$ cat config.mk
export PLATFORM = sky130hd
export DESIGN_NAME = float_byte_truncate_pack_top_flat
export DESIGN_NICKNAME = d
export VERILOG_FILES = /design/src/design/fbtp_pkg.sv /design/src/design/fbtp_if.sv /design/src/design/float_byte_truncate_pack_top.sv /design/src/design/fbtp_pack.sv /design/src/design/fbtp_out_queue.sv /design/src/flat_wrapper.sv
export SDC_FILE = /design/constraint.sdc
export NUM_CORES = 1
export LEC_CHECK = 0
export ABC_AREA = 0
export CAP_MARGIN = 20
export CELL_PAD_IN_SITES_DETAIL_PLACEMENT = 0
export CELL_PAD_IN_SITES_GLOBAL_PLACEMENT = 1
export CORE_UTILIZATION = 46
export CTS_CLUSTER_SIZE = 24
export DETAILED_ROUTE_END_ITERATION = 16
export DONT_BUFFER_PORTS = 1
export PLACE_DENSITY = 0.83
export SYNTH_ARGS = -nofsm -noshare
export SYNTH_HDL_FRONTEND = slang
export SYNTH_SLANG_ARGS = --single-unit
$ cat constraint.sdc
create_clock -name clk -period 4.1 [get_ports clk]
set_input_delay 1.025 -clock clk [delete_from_list [all_inputs] [get_ports clk]]
set_output_delay 1.025 -clock clk [all_outputs]
set_load 0.05 [all_outputs]
$ cat src/design/fbtp_pkg.sv
package fbtp_pkg;

    localparam int BYTE_W      = 8;
    localparam int WORD_BYTES  = 4;
    localparam int WORD_W      = BYTE_W * WORD_BYTES;
    localparam int RES_BYTES   = WORD_BYTES - 1;
    localparam int RES_W       = BYTE_W * RES_BYTES;
    localparam int ACC_W       = WORD_W + RES_W;
    localparam int KEEP_W      = 6;
    localparam int KEEP_MIN    = 1;
    localparam int KEEP_MAX    = 32;
    localparam int QUEUE_DEPTH = 3;

    typedef logic [2:0] byte_cnt_t;
    typedef logic [1:0] res_cnt_t;
    typedef logic [1:0] q_cnt_t;

    typedef struct packed {
        logic [WORD_W-1:0] word;
        logic              last;
    } entry_t;

    typedef struct packed {
        logic [1:0] count;
        entry_t     first;
        entry_t     second;
    } push_t;

    function automatic byte_cnt_t keep_to_bytes(input logic [KEEP_W-1:0] keep);
        logic [KEEP_W:0] clamped;
        logic [KEEP_W:0] rounded;
        clamped = {1'b0, keep};
        if (keep < KEEP_W'(KEEP_MIN))
        begin
            clamped = (KEEP_W + 1)'(KEEP_MIN);
        end
        else if (keep > KEEP_W'(KEEP_MAX))
        begin
            clamped = (KEEP_W + 1)'(KEEP_MAX);
        end
        rounded = (clamped + (KEEP_W + 1)'(BYTE_W - 1)) >> 3;
        return rounded[2:0];
    endfunction

endpackage

$ cat src/design/fbtp_if.sv
interface fbtp_in_if;
    logic                       valid;
    logic                       ready;
    logic [fbtp_pkg::WORD_W-1:0] value;
    logic                       is_last;

    modport source (output valid, output value, output is_last, input ready);
    modport sink (input valid, input value, input is_last, output ready);
endinterface

interface fbtp_out_if;
    logic                       valid;
    logic                       ready;
    logic [fbtp_pkg::WORD_W-1:0] packed_word;
    logic                       last_word;

    modport source (output valid, output packed_word, output last_word, input ready);
    modport sink (input valid, input packed_word, input last_word, output ready);
endinterface

$ cat src/design/float_byte_truncate_pack_top.sv
// Channel   Dir  Payload                         Handshake
// in_ch     in   value[31:0], is_last            valid/ready
// out_ch    out  packed_word[31:0], last_word    valid/ready
// cfg       in   cfg_wr_data[5:0] (keep_bits)    cfg_wr_en, no wait
//
// One request is taken per cycle while the three-entry result queue has room for its words.
// A request that yields two words waits until two entries are free.
// An accepted request is held in the input stage register, and its result words then pass
// through the queue registers to out_ch.
// Reset clears the residue, the input stage and the queue, and sets keep_bits to 32.
// A stall on the output fills the queue and then lowers in_ch.ready.
module float_byte_truncate_pack_top (
    input  logic                          clk,
    input  logic                          rst_n,
    input  logic                          cfg_wr_en,
    input  logic [fbtp_pkg::KEEP_W-1:0]   cfg_wr_data,
    fbtp_in_if.sink                       in_ch,
    fbtp_out_if.source                    out_ch
);

    fbtp_pkg::push_t  push;
    fbtp_pkg::q_cnt_t free_slots;

    fbtp_pack u_pack (
        .clk         (clk),
        .rst_n       (rst_n),
        .cfg_wr_en   (cfg_wr_en),
        .cfg_wr_data (cfg_wr_data),
        .in_ch       (in_ch),
        .free_slots  (free_slots),
        .push        (push)
    );

    fbtp_out_queue u_out_queue (
        .clk        (clk),
        .rst_n      (rst_n),
        .push       (push),
        .free_slots (free_slots),
        .out_ch     (out_ch)
    );

endmodule

$ cat src/design/fbtp_pack.sv
module fbtp_pack (
    input  logic                          clk,
    input  logic                          rst_n,
    input  logic                          cfg_wr_en,
    input  logic [fbtp_pkg::KEEP_W-1:0]   cfg_wr_data,
    fbtp_in_if.sink                       in_ch,
    input  fbtp_pkg::q_cnt_t              free_slots,
    output fbtp_pkg::push_t               push
);

    fbtp_pkg::byte_cnt_t               k_reg;
    logic                              item_valid_reg;
    logic [fbtp_pkg::WORD_W-1:0]       value_reg;
    logic                              last_reg;
    logic [fbtp_pkg::RES_W-1:0]        residue_reg;
    logic [fbtp_pkg::RES_W-1:0]        residue_next;
    fbtp_pkg::res_cnt_t                res_cnt_reg;
    fbtp_pkg::res_cnt_t                res_cnt_next;

    logic [fbtp_pkg::WORD_W-1:0]       kept;
    logic [fbtp_pkg::ACC_W-1:0]        acc;
    fbtp_pkg::byte_cnt_t               total;
    logic                              full;
    fbtp_pkg::res_cnt_t                rem_cnt;
    logic [fbtp_pkg::RES_W-1:0]        rem_bytes;
    fbtp_pkg::push_t                   words;
    logic                              fire;

    always_comb
    begin
        unique case (k_reg)
            3'd1:    kept = {24'b0, value_reg[31:24]};
            3'd2:    kept = {16'b0, value_reg[31:16]};
            3'd3:    kept = {8'b0, value_reg[31:8]};
            default: kept = value_reg;
        endcase

        acc = fbtp_pkg::ACC_W'(residue_reg)
            | (fbtp_pkg::ACC_W'(kept) << {res_cnt_reg, 3'b000});
        total = {1'b0, res_cnt_reg} + k_reg;
        full = total[2];
        rem_cnt = total[1:0];
        rem_bytes = full ? acc[fbtp_pkg::ACC_W-1:fbtp_pkg::WORD_W]
                         : acc[fbtp_pkg::RES_W-1:0];

        words.first.word = acc[fbtp_pkg::WORD_W-1:0];
        words.first.last = last_reg && (rem_cnt == 2'd0);
        words.second.word = {8'b0, rem_bytes};
        words.second.last = 1'b1;
        words.count = 2'd0;
        if (full)
        begin
            words.count = (last_reg && (rem_cnt != 2'd0)) ? 2'd2 : 2'd1;
        end
        else
        begin
            words.first = words.second;
            words.count = last_reg ? 2'd1 : 2'd0;
        end

        fire = item_valid_reg && (words.count <= free_slots);

        push = words;
        if (!fire)
        begin
            push.count = 2'd0;
        end

        residue_next = rem_bytes;
        res_cnt_next = rem_cnt;
        if (last_reg)
        begin
            residue_next = '0;
            res_cnt_next = 2'd0;
        end
    end

    assign in_ch.ready = !item_valid_reg || fire;

    always_ff @(posedge clk or negedge rst_n)
    begin
        if (!rst_n)
        begin
            k_reg          <= 3'd4;
            item_valid_reg <= 1'b0;
            residue_reg    <= '0;
            res_cnt_reg    <= 2'd0;
        end
        else
        begin
            if (cfg_wr_en)
            begin
                k_reg <= fbtp_pkg::keep_to_bytes(cfg_wr_data);
            end
            if (in_ch.ready)
            begin
                item_valid_reg <= in_ch.valid;
            end
            if (fire)
            begin
                residue_reg <= residue_next;
                res_cnt_reg <= res_cnt_next;
            end
        end
    end

    always_ff @(posedge clk)
    begin
        if (in_ch.ready && in_ch.valid)
        begin
            value_reg <= in_ch.value;
            last_reg  <= in_ch.is_last;
        end
    end

endmodule

$ cat src/design/fbtp_out_queue.sv
module fbtp_out_queue (
    input  logic               clk,
    input  logic               rst_n,
    input  fbtp_pkg::push_t    push,
    output fbtp_pkg::q_cnt_t   free_slots,
    fbtp_out_if.source         out_ch
);

    fbtp_pkg::entry_t slot_reg [fbtp_pkg::QUEUE_DEPTH];
    fbtp_pkg::entry_t slot_next [fbtp_pkg::QUEUE_DEPTH];
    fbtp_pkg::q_cnt_t count_reg;
    fbtp_pkg::q_cnt_t count_next;
    logic             pop;
    logic [2:0]       base;

    assign pop = (count_reg != 2'd0) && out_ch.ready;
    assign free_slots = 2'(fbtp_pkg::QUEUE_DEPTH) - count_reg;
    assign out_ch.valid = (count_reg != 2'd0);
    assign out_ch.packed_word = slot_reg[0].word;
    assign out_ch.last_word = slot_reg[0].last;

    always_comb
    begin
        base = {1'b0, count_reg} - {2'b0, pop};
        for (int i = 0; i < fbtp_pkg::QUEUE_DEPTH; i++)
        begin
            slot_next[i] = slot_reg[i];
            if (pop && (i < fbtp_pkg::QUEUE_DEPTH - 1))
            begin
                slot_next[i] = slot_reg[i + 1];
            end
            if ((push.count != 2'd0) && (3'(i) == base))
            begin
                slot_next[i] = push.first;
            end
            if ((push.count == 2'd2) && (3'(i) == base + 3'd1))
            begin
                slot_next[i] = push.second;
            end
        end
        count_next = 2'(base + {1'b0, push.count});
    end

    always_ff @(posedge clk or negedge rst_n)
    begin
        if (!rst_n)
        begin
            count_reg <= 2'd0;
        end
        else
        begin
            count_reg <= count_next;
        end
    end

    always_ff @(posedge clk)
    begin
        for (int i = 0; i < fbtp_pkg::QUEUE_DEPTH; i++)
        begin
            slot_reg[i] <= slot_next[i];
        end
    end

endmodule
$ cat src/flat_wrapper.sv
// flat-port wrapper written by rule: the top's interface ports become plain ports
module float_byte_truncate_pack_top_flat 
  (clk, rst_n, cfg_wr_en, cfg_wr_data, in_ch_valid, in_ch_value, in_ch_is_last, in_ch_ready, out_ch_valid, out_ch_packed_word, out_ch_last_word, out_ch_ready);
  fbtp_in_if in_ch_i ();
  fbtp_out_if out_ch_i ();
  input  logic clk;
  input  logic rst_n;
  input  logic cfg_wr_en;
  input  logic [fbtp_pkg::KEEP_W-1:0] cfg_wr_data;
  input wire logic [$bits(in_ch_i.valid)-1:0] in_ch_valid;
  input wire logic [$bits(in_ch_i.value)-1:0] in_ch_value;
  input wire logic [$bits(in_ch_i.is_last)-1:0] in_ch_is_last;
  output wire logic [$bits(in_ch_i.ready)-1:0] in_ch_ready;
  output wire logic [$bits(out_ch_i.valid)-1:0] out_ch_valid;
  output wire logic [$bits(out_ch_i.packed_word)-1:0] out_ch_packed_word;
  output wire logic [$bits(out_ch_i.last_word)-1:0] out_ch_last_word;
  input wire logic [$bits(out_ch_i.ready)-1:0] out_ch_ready;
  assign in_ch_i.valid = in_ch_valid;
  assign in_ch_i.value = in_ch_value;
  assign in_ch_i.is_last = in_ch_is_last;
  assign in_ch_ready = in_ch_i.ready;
  assign out_ch_valid = out_ch_i.valid;
  assign out_ch_packed_word = out_ch_i.packed_word;
  assign out_ch_last_word = out_ch_i.last_word;
  assign out_ch_i.ready = out_ch_ready;
  float_byte_truncate_pack_top u_core (.clk(clk), .rst_n(rst_n), .cfg_wr_en(cfg_wr_en), .cfg_wr_data(cfg_wr_data), .in_ch(in_ch_i), .out_ch(out_ch_i));
endmodule
==> results of run 1 <==
-- per-stage QoR --
step | hold slack [ns] | instances | total power (W)
after detailed placement | 0.452 | 1086 | 0.00771
after global routing | 0.267 | 1119 | 0.00997
final | 0.281 | 1119 | 0.00947
after CTS | 0.265 | 1118 | 0.00941
after global placement | 0.444 | 1086 | 0.00765
after floorplan | 0.429 | 895 | 0.00675
-- final cells by class --
| cell class | count | area [um2] | area share |
|---|---|---|---|
| sequential | 164 | 4500 | 0.457 |
| multi-input combinational | 609 | 4080 | 0.415 |
| clock buffer | 18 | 429 | 0.0436 |
| tap | 265 | 332 | 0.0337 |
| timing repair buffer | 33 | 245 | 0.0249 |
| clock inverter | 14 | 188 | 0.0191 |
| inverter | 16 | 60.1 | 0.00611 |
-- how the worst max path moves through the flow --
stage / startpoint / endpoint / slack, ns / cells after the start
6_report: u_core.u_pack.k_reg[0] / in_ch_ready / 0.15 / 9
5_1_grt: u_core.u_pack.k_reg[0] / in_ch_ready / 0.04 / 9
4_1_cts: u_core.u_pack.k_reg[0] / in_ch_ready / 0.06 / 9
3_5_place_dp: u_core.u_pack.k_reg[0] / u_core.u_out_queue.slot_reg[0][10] / 0.30 / 12
3_3_place_gp: u_core.u_pack.k_reg[0] / u_core.u_out_queue.slot_reg[0][44] / 0.39 / 12
2_1_floorplan: u_core.u_pack.res_cnt_reg[1] / u_core.u_pack.last_reg / 0.07 / 11
-- cell usage in the layout (no fill, tap or decap), types with 9 or more instances in the layout --
cell type  netlist  final
o31ai_1         15     15
a32oi_1         16     16
nand3_1         11      9
inv_1           14     14
clkbuf_16        0     17
nand2_1         75     75
a211oi_1        32     32
nor2_1          56     56
edfxtp_1       105    105
o22ai_1         29     29
dfrtp_1         31     31
a221oi_1        17     17
nand3b_1         9      9
or3_1           13     13
mux2_2          31     31
o2bb2ai_1       16     16
dfxtp_1         27     27
o21ai_0         55     55
a21oi_1         48     47
o32ai_1         10     10
nor3_1          42     39
mux2i_1         14     14
buf_4           37     32
-- cells by family (layout without fill, tap and decap cells) --
kind of cell | Yosys count | count (layout)
AOI/OAI and AO/OA | 305 | 305
xor gates and xnor gates | 5 | 5
adders and majority gates | 7 | 7
buffers and inverters | 122 | 81
DFF | 164 | 164
muxes | 45 | 45
and+or+nand+nor | 247 | 247
-- report_power, final --
part	total, W	internal, W	leakage (nW)	switching [W]
clock network	0.00169	0.000978	0.299	0.000715
logic	0.00394	0.00136	1.42	0.00258
registers	0.00384	0.00283	1.60	0.00101
total	0.00947	0.00517	3.32	0.00430
-- layer usage --
metal / vias to the layer above / routed length [um] / part of all wire / track usage
li1: 3348 / - / - / -
met1: 3425 / 11800 / 0.44 / 0.379
met2: 414 / 11700 / 0.44 / 0.402
met3: 72 / 2200 / 0.083 / 0.0543
met4: 0 / 902 / 0.034 / 0.105
met5: - / 0 / 0 / 0
-- timing repair --
item	CTS	global route
resized for setup	1	1
pin swaps	0	1
gates cloned	0	0
setup endpoints to repair	1	1
endpoints found under the hold margin	0	0
==> metrics.cfg, run 1 <==
[status]
status = finished clean

[synth]
synth_edf_count = 105
synth_largest_area_cell = edfxtp_1
yosys.area_share.adder = 0.0103
synth_compound_area_frac = 0.235
synthMuxAreaShare = 0.0532
synth_nets = 946
syn_inst = 895
synth.most_common_cell = edfxtp_1
synth_top_family_by_area = compound AO/OA/AOI/OAI gates
synth_warnings = 0
synthSimpleGateAreaFrac = 0.134
synth_xor_area_frac = 0.00680
ys_async_sr_fraction = 0.195
yosysSeqAreaShare = 0.489
synthesis.area_um2 = 9200
synth_common_cells = edfxtp_1 (105), nand2_1 (75), nor2_1 (56)
avgSynthCellArea_um2 = 10.3
synth_top_area_share = 0.343
synth_cell_types = 72
yosys_most_used_dff = edfxtp_1
synth.top_cells.by_area = edfxtp_1 (34%), dfrtp_1 (8.4%), dfxtp_1 (5.9%)
ys_seq_elements = 164

[job]
maxCapViolations = 0

[detailed_routing]
num_vias = 7259
drt_iter0_markers = 917
drc = 0
wl_um = 26500
antenna_left = 0
wl_per_cell_um = 23.7
drt_first_pass_iters = 6
vias_per_cell = 6.49

[clock_tree]
post_cts_buffers = 0
cts_hold_buf = 0
htreeDepth = 4
clock_path_buffers = 2
cts_sinks = 164
insertion_delay_ns = 0.44
cts-root-buf = clkbuf_16
clk_pin_slew_ns = 0.07
cts_buffers = 17
cts_tree = built

[global_routing]
first_global_vias = 6613
grt_pass1_wl_um = 40800
grt_usage = 0.268
antenna_found_initial = 0
grt_max_degree = 37
grt_overflow = 0

[placed_design]
port_buffers = 0
dp_hpwl_um = 19000
dpl-instance-area_um2 = 9210
pre_cts_slack_ns = 0.296
place_congestion = 0.973

[layout]
final_layout_size_suffix_gt1_frac = 0.149
area_growth_syn_to_layout_pct = 6.91
antennaDiodeCount = 0
largest_register_ffs = 99
final_area_um2 = 9830
fillerInstances = 1779
fin_nets = 892
utilization = 0.504

[critical_path]
r2r_end = u_core.u_out_queue.slot_reg[0][36]
r2r_start = u_core.u_pack.k_reg[0]
crit_slowest_cell = fa_2
rrSetupSlack_ns = 0.41
path_cells = ha_1 -> inv_1 -> fa_2 -> nand2b_1 -> nand3_4 -> inv_1 -> ha_1 -> nand2b_1 -> a221o_2
worstSetupEndpointType = output port
start_kind = flip-flop
path_class = reg2out
reg2reg_depth = 12
cp.arrival_ns = 2.93
critPathBufInv = 2
crit_family = adder cells
max_stage_delay_ns = 0.58
worstPathRequired_ns = 3.07
worst-path-max-fanout = 9

[die]
fp.coreArea_um2 = 19500
die_area_um2 = 20600
initial_utilization = 0.471
fp-row-count = 51
die_x_um = 143
die-height_um = 143
io_pins = 79

[sta]
finalCritPeriodShare = 0.963
maxSlewViolCount = 0
fin_setup_tns_ns = 0
hold_viol_final = 0
fin_ws_ns = 0.150
fin_skew_ns = 0.00932
finalSetupViolCount = 0
worst_slew_pin_slew_ns = 1.13
slew_headroom = 0.238
grt_setup_unrepaired = false
period_minus_slack_ns = 3.95
max_freq_mhz = 253

[worst_hold_path]
hp-class = in2async

[pwr]
pwr_density_cell_nw_per_um2 = 963
power.leakage_nw = 3.32
vdd_drop_max_mv = 0.445

No activity file was read; power rests on OpenSTA's default activity.
==> run 2, diff against run 1 <==
--- a/config.mk
+++ b/config.mk
@@ -9,11 +9,11 @@
 export CAP_MARGIN = 20
 export CELL_PAD_IN_SITES_DETAIL_PLACEMENT = 0
 export CELL_PAD_IN_SITES_GLOBAL_PLACEMENT = 1
-export CORE_UTILIZATION = 46
+export CORE_UTILIZATION = 27
 export CTS_CLUSTER_SIZE = 24
 export DETAILED_ROUTE_END_ITERATION = 16
 export DONT_BUFFER_PORTS = 1
-export PLACE_DENSITY = 0.83
+export PLACE_DENSITY = 0.56
 export SYNTH_ARGS = -nofsm -noshare
 export SYNTH_HDL_FRONTEND = slang
 export SYNTH_SLANG_ARGS = --single-unit
==> run 2 against run 1 <==
  * Via count decreased by 1.9%
  * Clock skew increased by 0.0014 ns
  * Wire length rose by 16%
  * Maximum frequency up 2.6%
  * Non-clock buffer count is 10 higher
  * Die area increased by 69%
  * Hold slack got worse by 0.0042 ns
  * Global-route usage shrank 9.1 points
  * Setup slack better by 0.10 ns
  * Register-to-register slack improved by 0.16 ns
  * Sequential cell count is the same
  * Combinational power up 5.6%
  * Largest cell class unchanged
==> metrics.cfg, run 2 (synthesis gave the netlist of run 1 again) <==
[sta]
maxSlewViolCount = 0
finalSetupViolCount = 0
grt_setup_unrepaired = false
fin_setup_tns_ns = 0
hold_viol_final = 0
slew_headroom = 0.313
whs_ns = 0.277
period_minus_slack_ns = 3.85
finalCritPeriodShare = 0.939
worst_slew_pin_slew_ns = 1.02
max_freq_mhz = 260
fin_skew_ns = 0.0108

[layout]
area_growth_syn_to_layout_pct = 10.3
final_layout_size_suffix_gt1_frac = 0.157
utilization = 0.302
multiInputGateArea_um2 = 4090
most-common-layout-cells = edfxtp_1 (105), nand2_1 (75), nor2_1 (55), o21ai_0 (55), a21oi_1 (47)
largest_register_ffs = 99
final_area_um2 = 10100
fillerInstances = 3524
antennaDiodeCount = 0
ff_latch_area_um2 = 4500
fin_nets = 902
layout_commonest_cell = edfxtp_1

[detailed_routing]
vias_per_cell = 5.43
num_vias = 7122
drc = 0
drt_first_pass_iters = 6
wl_per_cell_um = 23.4
drt_iter0_markers = 772
antenna_left = 0
wl_um = 30700

[global_routing]
grt_max_degree = 39
grt_overflow = 0
grt_pass1_wl_um = 46000
grt_usage = 0.177
antenna_found_initial = 0
first_global_vias = 6715

[clock_tree]
cts_buffers = 17
cts_sinks = 164
cts_hold_buf = 0
htreeDepth = 4
cts_tree = built
cts-root-buf = clkbuf_16
clock_path_buffers = 2
clk_pin_slew_ns = 0.07
insertion_delay_ns = 0.44

[die]
die-height_um = 187
die_area_um2 = 34800
io_pins = 79
initial_utilization = 0.274
die_x_um = 187
fp-row-count = 67
fp.coreArea_um2 = 33500

[placed_design]
dp_hpwl_um = 22300
dpl-instance-area_um2 = 9520
place_congestion = 0.908
port_buffers = 0

[status]
status = finished clean

[critical_path]
cp.arrival_ns = 2.82
worstPathRequired_ns = 3.07
r2r_start = u_core.u_pack.k_reg[0]
rrSetupSlack_ns = 0.57
start_kind = flip-flop
reg2reg_depth = 14
r2r_end = u_core.u_out_queue.slot_reg[0][72]
path_class = reg2out
worstSetupEndpointType = output port
worst-path-max-fanout = 4

[pwr]
vdd_drop_max_mv = 0.387
p_comb_frac = 0.428
p_switching_w = 0.00449
switching_share = 0.462
p_seq_frac = 0.398
clkPwrFrac = 0.174
power.leakage_nw = 3.36
power.total_w = 0.00973
power.internal_w = 0.00524
pwr_density_cell_nw_per_um2 = 960

[worst_hold_path]
hp-class = in2async

[job]
maxCapViolations = 0

## run 2: cell types whose count changed in the layout (fill, tap and decap cells not counted), sizes merged
cell	delta
buf	+10
clkbuf	+1
clkinvlp	+2
clkinv	-1
inv	-2
## run 2: timing repair
item                       4_1_cts  5_1_grt
setup endpoints to repair        0        1
buffers inserted                 0        1
gates resized for setup          0        1
## run 2: worst max-delay path by stage
stage / end / start / depth (start not counted)
6_report: in_ch_ready / u_core.u_pack.k_reg[0] / 10
5_1_grt: in_ch_ready / u_core.u_pack.k_reg[0] / 10
4_1_cts: in_ch_ready / u_core.u_pack.k_reg[0] / 10
3_5_place_dp: u_core.u_out_queue.slot_reg[0][77] / u_core.u_pack.k_reg[0] / 14
3_3_place_gp: u_core.u_out_queue.slot_reg[0][86] / u_core.u_pack.k_reg[0] / 14
2_1_floorplan: u_core.u_pack.last_reg / u_core.u_pack.res_cnt_reg[1] / 11
## run 2: power groups by stage
| stage | combinational, W | sequential (W) | clock (W) |
|---|---|---|---|
| after global routing | 0.00456 | 0.00395 | 0.00179 |
| after detailed placement | 0.00412 | 0.00391 | 0 |
| final | 0.00416 | 0.00388 | 0.00169 |
| after CTS | 0.00414 | 0.00388 | 0.00173 |
| after global placement | 0.00410 | 0.00391 | 0 |
| after floorplan | 0.00368 | 0.00307 | 0 |
## run 2: layout make-up
| type | count | share of cell area |
|---|---|---|
| Tap cell | 448 | 0.0553 |
| Clock buffer | 19 | 0.0427 |
| Inverter | 16 | 0.00592 |
| Multi-Input combinational cell | 609 | 0.403 |
| Sequential cell | 164 | 0.443 |
| Clock inverter | 13 | 0.0170 |
| Timing Repair Buffer | 43 | 0.0331 |
## run 2: critical path, cell delays in order (launching register included)
cell	delay (ns)
dfrtp_1	0.35
ha_1	0.15
inv_1	0.06
fa_2	0.58
nand2b_1	0.09
nand3_4	0.10
inv_1	0.08
ha_1	0.32
nand2b_1	0.12
a221o_1	0.33
buf_4	0.20
## run 2: through the flow
step	cells	setup slack [ns]
final	1312	0.252
after global placement	1278	0.471
after CTS	1310	0.0548
after detailed placement	1278	0.412
after floorplan	895	0.0743
after global routing	1312	0.0711
## run 2: layer usage
| layer | global-route usage | share of wire |
|---|---|---|
| met5 | 0 | 0 |
| met4 | 0.0649 | 0.024 |
| met3 | 0.0248 | 0.046 |
| met2 | 0.259 | 0.44 |
| met1 | 0.261 | 0.49 |
